$ cat config.mk
export PLATFORM = sky130hd
export DESIGN_NAME = virtqueue_descriptor_manager_unit
export DESIGN_NICKNAME = d
export VERILOG_FILES = /design/src/rtl/vdm_pkg.sv /design/src/rtl/virtqueue_descriptor_manager_unit.sv /design/src/rtl/vdm_front.sv /design/src/rtl/vdm_cmd_fifo.sv /design/src/rtl/vdm_back.sv
export SDC_FILE = /design/constraint.sdc
export NUM_CORES = 2
export LEC_CHECK = 0
export ABC_AREA = 0
export BUFFER_PORTS_ARGS = -buffer_cell sky130_fd_sc_hd__buf_2
export CORE_MARGIN = 3
export CORE_UTILIZATION = 60
export CTS_CLUSTER_DIAMETER = 100
export CTS_CLUSTER_SIZE = 24
export DETAILED_ROUTE_END_ITERATION = 16
export MAX_ROUTING_LAYER = met4
export PLACE_DENSITY = 0.81
export SYNTH_ARGS = -nofsm -noshare
export SYNTH_HDL_FRONTEND = slang
export SYNTH_SLANG_ARGS = --single-unit
$ cat constraint.sdc
create_clock -name i_clk -period 9.85 [get_ports i_clk]
set_clock_uncertainty 0.15 [all_clocks]
set_input_delay 0 -clock i_clk [delete_from_list [all_inputs] [get_ports i_clk]]
set_output_delay 0 -clock i_clk [all_outputs]
set_load 0.01 [all_outputs]
$ cat src/rtl/vdm_pkg.sv
// ----------------------------------------------------------------------------
// vdm_pkg - shared types and constants of the virtqueue descriptor manager
// Descriptor table size, command and result records, result kinds and the
// configuration register map.
// ----------------------------------------------------------------------------
package vdm_pkg;

    // descriptor table
    localparam int NUM_DESC = 8;
    localparam int IDX_W    = $clog2(NUM_DESC);

    // fixed field widths
    localparam int OUT_IDX_W = 3;
    localparam int HEAD_W    = 8;
    localparam int LEN_W     = 17;
    localparam int ADDR_W    = 64;
    localparam int BLK_W     = 32;
    localparam int SPB_W     = 8;
    localparam int PROD_W    = BLK_W + SPB_W;

    // stream packing
    localparam int S_TDATA_W = 120;
    localparam int M_TDATA_W = 160;
    localparam int CFG_IDX_W = 2;

    // command queue between front and back end
    localparam int CMDQ_DEPTH = 2;
    localparam int CMDQ_PTR_W = $clog2(CMDQ_DEPTH);
    localparam int CMDQ_CNT_W = $clog2(CMDQ_DEPTH + 1);

    // descriptor flag bits
    localparam logic [1:0] FL_NEXT  = 2'b01;
    localparam logic [1:0] FL_WRITE = 2'b10;

    // descriptor lengths
    localparam logic [LEN_W-1:0] HDR_LEN = LEN_W'(16);
    localparam logic [LEN_W-1:0] STS_LEN = LEN_W'(1);

    // configuration reset values
    localparam logic [SPB_W-1:0]  SPB_RST      = SPB_W'(2);
    localparam logic [LEN_W-1:0]  DATA_LEN_RST = LEN_W'(1024);
    localparam logic [ADDR_W-1:0] BASE_RST     = '0;

    typedef enum logic {
        OP_SUBMIT   = 1'b0,
        OP_COMPLETE = 1'b1
    } t_op;

    typedef enum logic [2:0] {
        KIND_DESC    = 3'd0,
        KIND_AVAIL   = 3'd1,
        KIND_NOSPACE = 3'd2,
        KIND_DONE    = 3'd3,
        KIND_BADSTAT = 3'd4,
        KIND_FREEERR = 3'd5
    } t_kind;

    typedef enum logic [CFG_IDX_W-1:0] {
        CFG_SPB      = 2'd0,
        CFG_DATA_LEN = 2'd1,
        CFG_HDR_BASE = 2'd2,
        CFG_STS_BASE = 2'd3
    } t_cfg_idx;

    typedef struct packed {
        logic [SPB_W-1:0]  spb;
        logic [LEN_W-1:0]  data_len;
        logic [ADDR_W-1:0] hdr_base;
        logic [ADDR_W-1:0] sts_base;
    } t_cfg;

    // classified command handed from front end to back end
    typedef struct packed {
        t_op               opcode;
        logic              is_write;
        logic [ADDR_W-1:0] sector;
        logic [ADDR_W-1:0] data_address;
        logic [HEAD_W-1:0] head;
        logic              status_bad;
    } t_cmd;

    typedef struct packed {
        t_kind                kind;
        logic [OUT_IDX_W-1:0] desc_index;
        logic [ADDR_W-1:0]    desc_address;
        logic [LEN_W-1:0]     desc_length;
        logic [1:0]           desc_flags;
        logic [OUT_IDX_W-1:0] desc_next;
        logic [OUT_IDX_W-1:0] ring_slot;
        logic                 request_type;
        logic [ADDR_W-1:0]    sector;
        logic                 last;
    } t_result;

endpackage

$ cat src/rtl/virtqueue_descriptor_manager_unit.sv
// ----------------------------------------------------------------------------
// virtqueue_descriptor_manager_unit - split virtqueue block request driver
// Submit: 4 results, one per cycle while the output accepts, or one no-space result.
// Complete: pop, free one descriptor per cycle along the chain, then report.
// Reset: synchronous active low; all descriptors free, links and avail index
// zero, configuration at defaults; ready in the cycle after reset.
// ----------------------------------------------------------------------------
module virtqueue_descriptor_manager_unit (
    input  logic                          i_clk,
    input  logic                          i_rst_n,
    // slave stream
    input  logic                          i_s_axis_tvalid,
    output logic                          o_s_axis_tready,
    // is_write[0], block_number[32:1], data_address[96:33],
    // head_index[104:97], device_status[112:105], zero pad[119:113]
    input  logic [vdm_pkg::S_TDATA_W-1:0] i_s_axis_tdata,
    // opcode[0]
    input  logic                          i_s_axis_tuser,
    // master stream
    output logic                          o_m_axis_tvalid,
    input  logic                          i_m_axis_tready,
    // desc_index[2:0], desc_address[66:3], desc_length[83:67], desc_flags[85:84],
    // desc_next[88:86], ring_slot[91:89], request_type[92], sector[156:93],
    // zero pad[159:157]
    output logic [vdm_pkg::M_TDATA_W-1:0] o_m_axis_tdata,
    // kind[2:0]
    output logic [2:0]                    o_m_axis_tuser,
    output logic                          o_m_axis_tlast,
    // configuration write channel
    input  logic                          i_cfg_valid,
    output logic                          o_cfg_ready,
    input  logic [vdm_pkg::CFG_IDX_W-1:0] i_cfg_index,
    input  logic [vdm_pkg::ADDR_W-1:0]    i_cfg_data
);
    import vdm_pkg::*;

    t_cfg    r_cfg;
    logic    w_q_push;
    logic    w_q_full;
    logic    w_q_pop;
    logic    w_q_empty;
    t_cmd    w_push_cmd;
    t_cmd    w_pop_cmd;
    t_result w_res;

    // configuration registers
    assign o_cfg_ready = 1'b1;

    always_ff @(posedge i_clk) begin
        if (!i_rst_n) begin
            r_cfg.spb      <= SPB_RST;
            r_cfg.data_len <= DATA_LEN_RST;
            r_cfg.hdr_base <= BASE_RST;
            r_cfg.sts_base <= BASE_RST;
        end else if (i_cfg_valid) begin
            unique case (t_cfg_idx'(i_cfg_index))
                CFG_SPB:      r_cfg.spb      <= i_cfg_data[SPB_W-1:0];
                CFG_DATA_LEN: r_cfg.data_len <= i_cfg_data[LEN_W-1:0];
                CFG_HDR_BASE: r_cfg.hdr_base <= i_cfg_data;
                CFG_STS_BASE: r_cfg.sts_base <= i_cfg_data;
            endcase
        end
    end

    vdm_front u_front (
        .i_s_axis_tvalid (i_s_axis_tvalid),
        .o_s_axis_tready (o_s_axis_tready),
        .i_s_axis_tdata  (i_s_axis_tdata),
        .i_s_axis_tuser  (i_s_axis_tuser),
        .i_cfg           (r_cfg),
        .i_q_full        (w_q_full),
        .o_q_push        (w_q_push),
        .o_q_cmd         (w_push_cmd)
    );

    vdm_cmd_fifo u_cmd_fifo (
        .i_clk   (i_clk),
        .i_rst_n (i_rst_n),
        .i_push  (w_q_push),
        .i_cmd   (w_push_cmd),
        .o_full  (w_q_full),
        .i_pop   (w_q_pop),
        .o_empty (w_q_empty),
        .o_cmd   (w_pop_cmd)
    );

    vdm_back u_back (
        .i_clk       (i_clk),
        .i_rst_n     (i_rst_n),
        .i_cfg       (r_cfg),
        .i_q_empty   (w_q_empty),
        .i_q_cmd     (w_pop_cmd),
        .o_q_pop     (w_q_pop),
        .o_res_valid (o_m_axis_tvalid),
        .i_res_ready (i_m_axis_tready),
        .o_res       (w_res)
    );

    // result packing
    assign o_m_axis_tuser = w_res.kind;
    assign o_m_axis_tlast = w_res.last;
    assign o_m_axis_tdata = {3'b000, w_res.sector, w_res.request_type, w_res.ring_slot,
                             w_res.desc_next, w_res.desc_flags, w_res.desc_length,
                             w_res.desc_address, w_res.desc_index};

    // descriptor writes never close an item
    a_desc_not_last: assert property (@(posedge i_clk) disable iff (!i_rst_n)
        (o_m_axis_tvalid && (o_m_axis_tuser == KIND_DESC)) |-> !o_m_axis_tlast)
        else $error("descriptor write marked last");

    // every other result kind closes its item
    a_other_last: assert property (@(posedge i_clk) disable iff (!i_rst_n)
        (o_m_axis_tvalid && (o_m_axis_tuser != KIND_DESC)) |-> o_m_axis_tlast)
        else $error("closing result without last");

    // sector and request type appear only on descriptor writes
    a_sector_zero: assert property (@(posedge i_clk) disable iff (!i_rst_n)
        (o_m_axis_tvalid && (o_m_axis_tuser != KIND_DESC)) |-> (o_m_axis_tdata[156:92] == '0))
        else $error("header fields on a non-descriptor result");

endmodule

$ cat src/rtl/vdm_front.sv
// ----------------------------------------------------------------------------
// vdm_front - input stage
// Takes input transfers, splits the opcode, computes the header sector and
// reduces the device status to a pass/fail bit before queueing the command.
// ----------------------------------------------------------------------------
module vdm_front (
    input  logic                         i_s_axis_tvalid,
    output logic                         o_s_axis_tready,
    input  logic [vdm_pkg::S_TDATA_W-1:0] i_s_axis_tdata,
    input  logic                         i_s_axis_tuser,
    input  vdm_pkg::t_cfg                i_cfg,
    input  logic                         i_q_full,
    output logic                         o_q_push,
    output vdm_pkg::t_cmd                o_q_cmd
);
    import vdm_pkg::*;

    logic [BLK_W-1:0]  w_block;
    logic [PROD_W-1:0] w_product;
    logic [7:0]        w_status;

    // field unpack
    assign w_block  = i_s_axis_tdata[32:1];
    assign w_status = i_s_axis_tdata[112:105];

    // sector = block number * sectors per block
    assign w_product = {{SPB_W{1'b0}}, w_block} * {{BLK_W{1'b0}}, i_cfg.spb};

    assign o_s_axis_tready = !i_q_full;
    assign o_q_push        = i_s_axis_tvalid && !i_q_full;

    always_comb begin
        o_q_cmd              = '0;
        o_q_cmd.opcode       = t_op'(i_s_axis_tuser);
        o_q_cmd.is_write     = i_s_axis_tdata[0];
        o_q_cmd.sector       = ADDR_W'(w_product);
        o_q_cmd.data_address = i_s_axis_tdata[96:33];
        o_q_cmd.head         = i_s_axis_tdata[104:97];
        o_q_cmd.status_bad   = |w_status;
    end

endmodule

$ cat src/rtl/vdm_cmd_fifo.sv
// ----------------------------------------------------------------------------
// vdm_cmd_fifo - command queue
// Short queue of classified commands so front and back end stall apart.
// ----------------------------------------------------------------------------
module vdm_cmd_fifo (
    input  logic          i_clk,
    input  logic          i_rst_n,
    input  logic          i_push,
    input  vdm_pkg::t_cmd i_cmd,
    output logic          o_full,
    input  logic          i_pop,
    output logic          o_empty,
    output vdm_pkg::t_cmd o_cmd
);
    import vdm_pkg::*;

    t_cmd                  r_mem [CMDQ_DEPTH];
    logic [CMDQ_PTR_W-1:0] r_wr_ptr;
    logic [CMDQ_PTR_W-1:0] r_rd_ptr;
    logic [CMDQ_CNT_W-1:0] r_count;
    logic                  w_do_push;
    logic                  w_do_pop;

    assign o_full    = (r_count == CMDQ_CNT_W'(CMDQ_DEPTH));
    assign o_empty   = (r_count == '0);
    assign w_do_push = i_push && !o_full;
    assign w_do_pop  = i_pop && !o_empty;
    assign o_cmd     = r_mem[r_rd_ptr];

    // pointers and fill count
    always_ff @(posedge i_clk) begin
        if (!i_rst_n) begin
            r_wr_ptr <= '0;
            r_rd_ptr <= '0;
            r_count  <= '0;
        end else begin
            if (w_do_push) begin
                r_wr_ptr <= (r_wr_ptr == CMDQ_PTR_W'(CMDQ_DEPTH - 1)) ? '0 : r_wr_ptr + 1'b1;
            end
            if (w_do_pop) begin
                r_rd_ptr <= (r_rd_ptr == CMDQ_PTR_W'(CMDQ_DEPTH - 1)) ? '0 : r_rd_ptr + 1'b1;
            end
            if (w_do_push && !w_do_pop) begin
                r_count <= r_count + 1'b1;
            end else if (w_do_pop && !w_do_push) begin
                r_count <= r_count - 1'b1;
            end
        end
    end

    // entry storage
    always_ff @(posedge i_clk) begin
        if (w_do_push) begin
            r_mem[r_wr_ptr] <= i_cmd;
        end
    end

endmodule

$ cat src/rtl/vdm_back.sv
// ----------------------------------------------------------------------------
// vdm_back - descriptor sequencer
// Owns the free map, chain links and avail index. Emits the four submit
// results (or a no-space result) one per cycle while the output accepts, or
// walks and frees a completed chain one descriptor per cycle, into a registered output stage.
// ----------------------------------------------------------------------------
module vdm_back (
    input  logic             i_clk,
    input  logic             i_rst_n,
    input  vdm_pkg::t_cfg    i_cfg,
    input  logic             i_q_empty,
    input  vdm_pkg::t_cmd    i_q_cmd,
    output logic             o_q_pop,
    output logic             o_res_valid,
    input  logic             i_res_ready,
    output vdm_pkg::t_result o_res
);
    import vdm_pkg::*;

    typedef enum logic [1:0] {
        ST_IDLE,
        ST_SUBMIT,
        ST_WALK,
        ST_REPORT
    } t_state;

    typedef enum logic [1:0] {
        SUB_DATA,
        SUB_STATUS,
        SUB_AVAIL
    } t_sub_step;

    // lowest set bit of a map: {found, index}
    function automatic logic [IDX_W:0] first_free(input logic [NUM_DESC-1:0] m);
        logic [IDX_W:0] res;
        res = '0;
        for (int i = NUM_DESC - 1; i >= 0; i--) begin
            if (m[i]) begin
                res = {1'b1, IDX_W'(i)};
            end
        end
        return res;
    endfunction

    t_state            r_state, n_state;
    logic [NUM_DESC-1:0] r_free, n_free;
    logic              r_chain [NUM_DESC];
    logic              n_chain [NUM_DESC];
    logic [IDX_W-1:0]  r_next [NUM_DESC];
    logic [IDX_W-1:0]  n_next [NUM_DESC];
    logic [15:0]       r_avail_idx, n_avail_idx;
    t_sub_step         r_step, n_step;
    logic [IDX_W-1:0]  r_pick0, n_pick0;
    logic [IDX_W-1:0]  r_pick1, n_pick1;
    logic [IDX_W-1:0]  r_pick2, n_pick2;
    logic              r_is_write, n_is_write;
    logic [ADDR_W-1:0] r_data_addr, n_data_addr;
    logic [HEAD_W-1:0] r_head, n_head;
    logic [HEAD_W-1:0] r_cur, n_cur;
    logic [IDX_W-1:0]  r_walk_cnt, n_walk_cnt;
    logic              r_err, n_err;
    logic              r_bad, n_bad;
    logic              r_out_valid, n_out_valid;
    t_result           r_out, n_out;

    logic [IDX_W:0]      w_f0, w_f1, w_f2;
    logic [NUM_DESC-1:0] w_bit0, w_bit1, w_bit2;
    logic                w_space;
    logic                w_can_emit;
    logic                w_in_range;
    logic [IDX_W-1:0]    w_cur_idx;

    // three lowest free descriptors
    assign w_f0    = first_free(r_free);
    assign w_bit0  = NUM_DESC'(1) << w_f0[IDX_W-1:0];
    assign w_f1    = first_free(r_free & ~w_bit0);
    assign w_bit1  = NUM_DESC'(1) << w_f1[IDX_W-1:0];
    assign w_f2    = first_free(r_free & ~w_bit0 & ~w_bit1);
    assign w_bit2  = NUM_DESC'(1) << w_f2[IDX_W-1:0];
    assign w_space = w_f0[IDX_W] && w_f1[IDX_W] && w_f2[IDX_W];

    assign w_can_emit = !r_out_valid || i_res_ready;
    assign w_in_range = ({1'b0, r_cur} < (HEAD_W + 1)'(NUM_DESC));
    assign w_cur_idx  = r_cur[IDX_W-1:0];

    assign o_res_valid = r_out_valid;
    assign o_res       = r_out;

    // next-state and result selection
    always_comb begin
        n_state     = r_state;
        n_free      = r_free;
        n_chain     = r_chain;
        n_next      = r_next;
        n_avail_idx = r_avail_idx;
        n_step      = r_step;
        n_pick0     = r_pick0;
        n_pick1     = r_pick1;
        n_pick2     = r_pick2;
        n_is_write  = r_is_write;
        n_data_addr = r_data_addr;
        n_head      = r_head;
        n_cur       = r_cur;
        n_walk_cnt  = r_walk_cnt;
        n_err       = r_err;
        n_bad       = r_bad;
        n_out_valid = r_out_valid && !i_res_ready;
        n_out       = r_out;
        o_q_pop     = 1'b0;

        unique case (r_state)
            ST_IDLE: begin
                if (!i_q_empty && w_can_emit) begin
                    o_q_pop = 1'b1;
                    if (i_q_cmd.opcode == OP_SUBMIT) begin
                        n_out       = '0;
                        n_out_valid = 1'b1;
                        if (w_space) begin
                            n_free                       = r_free & ~(w_bit0 | w_bit1 | w_bit2);
                            n_chain[w_f0[IDX_W-1:0]]     = 1'b1;
                            n_next[w_f0[IDX_W-1:0]]      = w_f1[IDX_W-1:0];
                            n_chain[w_f1[IDX_W-1:0]]     = 1'b1;
                            n_next[w_f1[IDX_W-1:0]]      = w_f2[IDX_W-1:0];
                            n_chain[w_f2[IDX_W-1:0]]     = 1'b0;
                            n_next[w_f2[IDX_W-1:0]]      = '0;
                            n_pick0     = w_f0[IDX_W-1:0];
                            n_pick1     = w_f1[IDX_W-1:0];
                            n_pick2     = w_f2[IDX_W-1:0];
                            n_is_write  = i_q_cmd.is_write;
                            n_data_addr = i_q_cmd.data_address;
                            n_step      = SUB_DATA;
                            n_state     = ST_SUBMIT;
                            // header descriptor
                            n_out.kind         = KIND_DESC;
                            n_out.desc_index   = OUT_IDX_W'(w_f0[IDX_W-1:0]);
                            n_out.desc_address = i_cfg.hdr_base
                                               + ADDR_W'({w_f0[IDX_W-1:0], 4'b0000});
                            n_out.desc_length  = HDR_LEN;
                            n_out.desc_flags   = FL_NEXT;
                            n_out.desc_next    = OUT_IDX_W'(w_f1[IDX_W-1:0]);
                            n_out.request_type = i_q_cmd.is_write;
                            n_out.sector       = i_q_cmd.sector;
                        end else begin
                            n_out.kind = KIND_NOSPACE;
                            n_out.last = 1'b1;
                        end
                    end else begin
                        n_head     = i_q_cmd.head;
                        n_cur      = i_q_cmd.head;
                        n_bad      = i_q_cmd.status_bad;
                        n_err      = 1'b0;
                        n_walk_cnt = '0;
                        n_state    = ST_WALK;
                    end
                end
            end

            ST_SUBMIT: begin
                if (w_can_emit) begin
                    n_out       = '0;
                    n_out_valid = 1'b1;
                    unique case (r_step)
                        SUB_DATA: begin
                            n_out.kind         = KIND_DESC;
                            n_out.desc_index   = OUT_IDX_W'(r_pick1);
                            n_out.desc_address = r_data_addr;
                            n_out.desc_length  = i_cfg.data_len;
                            n_out.desc_flags   = r_is_write ? FL_NEXT : (FL_NEXT | FL_WRITE);
                            n_out.desc_next    = OUT_IDX_W'(r_pick2);
                            n_step             = SUB_STATUS;
                        end
                        SUB_STATUS: begin
                            n_out.kind         = KIND_DESC;
                            n_out.desc_index   = OUT_IDX_W'(r_pick2);
                            n_out.desc_address = i_cfg.sts_base
                                               + ADDR_W'({r_pick0, 4'b0000});
                            n_out.desc_length  = STS_LEN;
                            n_out.desc_flags   = FL_WRITE;
                            n_step             = SUB_AVAIL;
                        end
                        default: begin
                            // avail ring slot; slot is avail index mod table size
                            n_out.kind       = KIND_AVAIL;
                            n_out.desc_index = OUT_IDX_W'(r_pick0);
                            n_out.ring_slot  = OUT_IDX_W'(r_avail_idx[IDX_W-1:0]);
                            n_out.last       = 1'b1;
                            n_avail_idx      = r_avail_idx + 16'd1;
                            n_state          = ST_IDLE;
                        end
                    endcase
                end
            end

            ST_WALK: begin
                // one descriptor per cycle
                if (!w_in_range || r_free[w_cur_idx]) begin
                    n_err   = 1'b1;
                    n_state = ST_REPORT;
                end else begin
                    n_free[w_cur_idx]  = 1'b1;
                    n_chain[w_cur_idx] = 1'b0;
                    n_next[w_cur_idx]  = '0;
                    if (r_chain[w_cur_idx] && (r_walk_cnt != IDX_W'(NUM_DESC - 1))) begin
                        n_cur      = HEAD_W'(r_next[w_cur_idx]);
                        n_walk_cnt = r_walk_cnt + 1'b1;
                    end else begin
                        n_state = ST_REPORT;
                    end
                end
            end

            ST_REPORT: begin
                if (w_can_emit) begin
                    n_out            = '0;
                    n_out_valid      = 1'b1;
                    n_out.kind       = r_err ? KIND_FREEERR : (r_bad ? KIND_BADSTAT : KIND_DONE);
                    n_out.desc_index = r_head[OUT_IDX_W-1:0];
                    n_out.last       = 1'b1;
                    n_state          = ST_IDLE;
                end
            end
        endcase
    end

    // state, descriptor tables and output register
    always_ff @(posedge i_clk) begin
        if (!i_rst_n) begin
            r_state     <= ST_IDLE;
            r_free      <= '1;
            r_chain     <= '{default: 1'b0};
            r_next      <= '{default: '0};
            r_avail_idx <= '0;
            r_out_valid <= 1'b0;
        end else begin
            r_state     <= n_state;
            r_free      <= n_free;
            r_chain     <= n_chain;
            r_next      <= n_next;
            r_avail_idx <= n_avail_idx;
            r_out_valid <= n_out_valid;
        end
        r_step      <= n_step;
        r_pick0     <= n_pick0;
        r_pick1     <= n_pick1;
        r_pick2     <= n_pick2;
        r_is_write  <= n_is_write;
        r_data_addr <= n_data_addr;
        r_head      <= n_head;
        r_cur       <= n_cur;
        r_walk_cnt  <= n_walk_cnt;
        r_err       <= n_err;
        r_bad       <= n_bad;
        r_out       <= n_out;
    end

endmodule
# Word level (Yosys, flattened, before mapping)
# Memories as Yosys holds them, arrays and structs flattened. A register that Yosys moved wholly into a read port is not among the register bits.
# Index checks and enable logic that the tools add are counted.
[totals]
ff_bits = 469
mem_bits_rw = 230
in_bits = 192
out_inout_bits = 167
elab_cells = 294
memories = 1
[op_classes]
add_sub_neg = 8
n_mul = 1
magnitude_cmp = 11
eq_ne = 22
shift = 3
n_mux = 127
bitwise_logic = 25
reduce_logical = 48
[memory_table]
columns = ["name", "words", "width", "rd", "rd_ports_with_merged_regs", "write_ports", "line", "text"]
rows = [
  ["u_cmd_fifo.r_mem", 2, 115, 1, 1, 1, "vdm_cmd_fifo.sv:17", "t_cmd r_mem [CMDQ_DEPTH];"],
]
[ops]
columns = ["operator", "n"]
rows = [
  ["161-bit 2-to-1 mux", 4],
  ["161-bit one-hot mux with 3 select lines", 1],
  ["83-bit one-hot mux with 2 select lines", 1],
  ["64-bit by 7-bit adder with 64-bit output", 2],
  ["24-bit 2-to-1 mux", 4],
  ["4-bit 2-to-1 mux", 24],
  ["8-bit 2-to-1 mux", 12],
  ["89-bit 2-to-1 mux", 1],
  ["65-bit 2-to-1 mux", 1],
  ["24-bit AND", 2],
  ["24-bit bitwise mux", 2],
  ["24-bit inverter", 2],
  ["24-bit one-hot mux with 2 select lines", 1],
  ["8-bit one-hot mux with 2 select lines", 3],
  ["3-bit 2-to-1 mux", 14],
  ["8-bit AND", 5],
  ["32-bit by 8-bit multiplier with 40-bit output", 1],
  ["8-bit inverter", 5],
  ["8-bit OR", 5],
  ["3-bit demux with 3-bit select", 4],
  ["2-bit 2-to-1 mux", 16],
  ["1-bit 2-to-1 mux", 24],
  ["1-bit by 3-bit << shifter with 8-bit output, first input constant", 3],
  ["16-bit by 1-bit adder with 16-bit output, second input constant", 1],
  ["39 further kinds", 107],
]

# Longest topological paths before layout
[logic_depth]
depth_word = 41
ltp_mapped = 20
mapped_depth_nobuf = 19

# Cells and area by module
# From an unflattened synthesis, not the netlist that was laid out.
[hier_totals]
hier_cells = 3512
hier_area_um2 = 40385.0
[modules_own_cells]
columns = ["module", "instances", "cells_each", "area_per_inst_um2", "seq_area_each_um2"]
rows = [
  ["vdm_back", 1, 1439, 15538.7, 8518.2],
  ["vdm_cmd_fifo", 1, 457, 10296.1, 8448.1],
  ["vdm_front", 1, 1040, 8833.5, 0.0],
  ["virtqueue_descriptor_manager_unit", 1, 576, 5716.7, 3062.9],
]

# Worst setup path after synthesis
# No wires, ideal clock.
[synth_timing]
path_kind = "reg-to-reg"
from = "register with a tool-made name"
to = "register u_back.r_out (netlist bit u_back.o_res[0]), enable pin"
setup_ns = 0.635
t_arrival_ns = 6.659
required_ns = 9.065
path_slack_ns = 2.406
stages_incl_launch_ff = 5
n_path_buf = 1
period_less_slack_ns = 7.444
path_cell_list = "dfxtp_1 > clkbuf_1 > mux2i_1 > a21oi_1 > nor2_1"
[synth_rtl]
columns = ["element", "line", "text"]
rows = [
  ["end signal, assigned", "vdm_back.sv:253", "r_out <= n_out;"],
  ["end, declared", "vdm_back.sv:64", "t_result r_out, n_out;"],
]

==> metrics.yaml <==
outcome: "completed"
cp-start-kind: "register"
timing.final.max_slew_violations: 0
gr-usage-met3: 0.0585
grt_usage: 0.316
die_y_um: 251
cts_resized: 0
grt_busiest_layer: "met2"
cts.sinks: 663
yosysWarnings: 0
cts_root_buffer: "clkbuf_16"
grt_max_degree: 92
dr.pass1.iters: 6
overflow: 0
powerDensity_nw_per_um2: 204
async_flop_share: 0
drv_cap: 0
ant_nets: 0
setup_viol: 0
finalNetCount: 4240
slew_headroom: 0.293
grt.met2_usage: 0.520
synth-main-ff-cell: "edfxtp_1"
clk_pin_slew_ps: 100
use_met1: 0.401
synth.area.top_cells: "edfxtp_1, dfxtp_1, fa_1"
max_slew.worst_pin.slew_ps: 1060
gp_congestion: 0.975
num_vias: 27300
critPathCaptureType: "register"
finalHoldViolCount: 0
synth-seq-area-share: 0.495
placed_cell_area_um2: 38300
antenna_found_initial: 22
dieArea_um2: 63200
rsz0062_at_grt: "no"
area_growth_syn_to_layout_pct: 15.2
cpPeakStageDelay_ps: 550
synth_cell_types: 90
start_util: 0.610
cts_tree: "done"
fp.dieW_um: 251
cp_cell_sequence: "buf_4, nand2_1, fa_1, inv_1, fa_1, fa_1, fa_1, ha_1, o211ai_1, nand2_1, o2bb2ai_1, o211ai_1, a31oi_1, o21ai_0, o31a_1, nor4_1, a311oi_1"
slowest_stage: "fa_1"
syn_inst: 3345
synth_largest_type_area_fraction: 0.382
row_count: 89
io_buffers: 323
finalInstanceArea_um2: 41600
cts_buffers: 36
avgSynthCellArea_um2: 10.8
fmax_mhz: 161
clock_latency_ps: 610
synthTopCellsByCount: "nand2_1, edfxtp_1, dfxtp_1"
wl_per_cell_um: 21.1
fin_crit_sh: 0.631
min_period_ps: 6220
cts_buffer_depth: 3
synth-edff-count: 459
leakagePower_nw: 16.4
finalWirelength_um: 97500
first_iter_violations: 2615
io_pins: 359
synth_seq_cells: 663
yosysTopAreaCell: "edfxtp_1"
hp-class: "primary input to register"
core_um2: 59200
synthMostInstantiatedCell: "nand2_1"
grt_pass1_wl_um: 151000
grt_pass1_vias: 27100
drive_gt1_frac: 0.135
netlist_area_um2: 36100
vdd_ir_drop_max_mv: 0.298
hpwlAfterDp_um: 65400
cp_max_fo: 33
fin_setup_tns_ps: 0
drc: 0
cp_common_cell: "fa_1"
vias_per_cell: 5.91
required_ps: 10020
cp.arrival_ps: 6390
htreeDepth: 2
path_class: "register to register"
[per-layer routing]
layer | routed length (um) | vias to the layer above
li1 | - | 12400
met1 | 37400 | 13400
met2 | 47700 | 1324
met3 | 9130 | 207
met4 | 3250 | 0
met5 | 0 | -
[flip-flops by register name, indices dropped and copies added (netlist names), 2 cells and up, named ones only]
signal / count
r_cfg: 153
u_back.o_res: 137
u_back.r_avail_idx: 3
u_back.r_chain: 8
u_back.r_cur: 8
u_back.r_data_addr: 64
u_back.r_free: 8
u_back.r_head: 3
u_back.r_next: 24
u_back.r_pick0: 3
u_back.r_pick1: 3
u_back.r_pick2: 3
u_back.r_state: 2
u_back.r_step: 2
u_back.r_walk_cnt: 3
u_cmd_fifo.r_count: 2
u_cmd_fifo.r_mem: 230
[what timing repair did]
action | CTS | global route
hold buffers | 219 | 0
endpoints found under the hold margin | 385 | 0
setup buffers | 0 | 0
[cells by family after synthesis]
group / count (synthesis) / share of synthesized area
DFF: 663 / 0.495
AOI/OAI and AO/OA: 565 / 0.105
other: 2 / 0.000208
xor gates and xnor gates: 143 / 0.0347
buffers and inverters: 397 / 0.0453
muxes: 156 / 0.0464
and+or+nand+nor: 1164 / 0.148
adders and majority gates: 255 / 0.126
[worst max-delay path, delay by kind of cell, from the launching register on]
| kind | cells | cell delay, ps |
|---|---|---|
| buffers and inverters | 2 | 400 |
| adder cells (fa/ha/maj) | 5 | 2460 |
| flip-flops | 1 | 320 |
| AO/OA/AOI/OAI | 7 | 2130 |
| AND/OR/NAND/NOR | 3 | 490 |
[layout make-up]
cell class	instances	area (um^2)
antenna	23	57.6
clock buffer	55	972
clock inverter	8	120
fill	4203	17600
inverter	206	773
multi-input combinational	2311	16800
sequential	663	17900
tap	773	967
timing repair buffer	578	4080
[layout by cell type, fill, tap and decap left out, types with 37 or more instances in the layout]
cell type      count
a21boi_0         155
a21oi_1           91
and2_1           131
and3_1            42
buf_2            322
buf_4             37
dfxtp_1          203
dlygate4sd3_1    219
edfxtp_1         459
fa_1             182
ha_1              70
inv_1            203
mux2_2            72
mux2i_1           82
nand2_1          605
nand3_1           55
nor2_1           170
o21ai_0          115
o22ai_1           50
xnor2_1           67
xor2_1            76
[stage by stage]
stage	hold WS [ps]	util	power [mW]	worst slack (ps)	std cells
CTS	5.23	0.701	8.46	3720	4594
global placement	38.2	0.646	6.70	3810	4312
global route	18.9	0.702	8.87	3300	4616
detailed placement	41.6	0.646	6.78	3740	4312
floorplan	-51.1	-	5.85	2410	3371
finish	17.2	0.702	8.49	3630	4617
[power by group]
group / total (mW) / leakage, nW / switching [mW] / internal [mW]
registers: 4.12 / 5.96 / 0.287 / 3.83
clock network: 1.66 / 0.521 / 0.940 / 0.716
logic: 2.71 / 9.93 / 1.79 / 0.925
[final timing paths]
| path | from | end | slack [ps] | cells after the start |
|---|---|---|---|---|
| setup / recovery | r_cfg[152] | u_cmd_fifo.r_mem[0][112] | 3630 | 17 |
| hold / removal | i_s_axis_tdata[0] | u_cmd_fifo.r_mem[1][113] | 20 | 2 |
| setup reg to reg | r_cfg[152] | u_cmd_fifo.r_mem[0][112] | 3630 | 17 |
| hold reg to reg | u_back.r_next[0] | u_back.r_next[0] | 280 | 2 |
No activity file was read; power rests on OpenSTA's default activity.
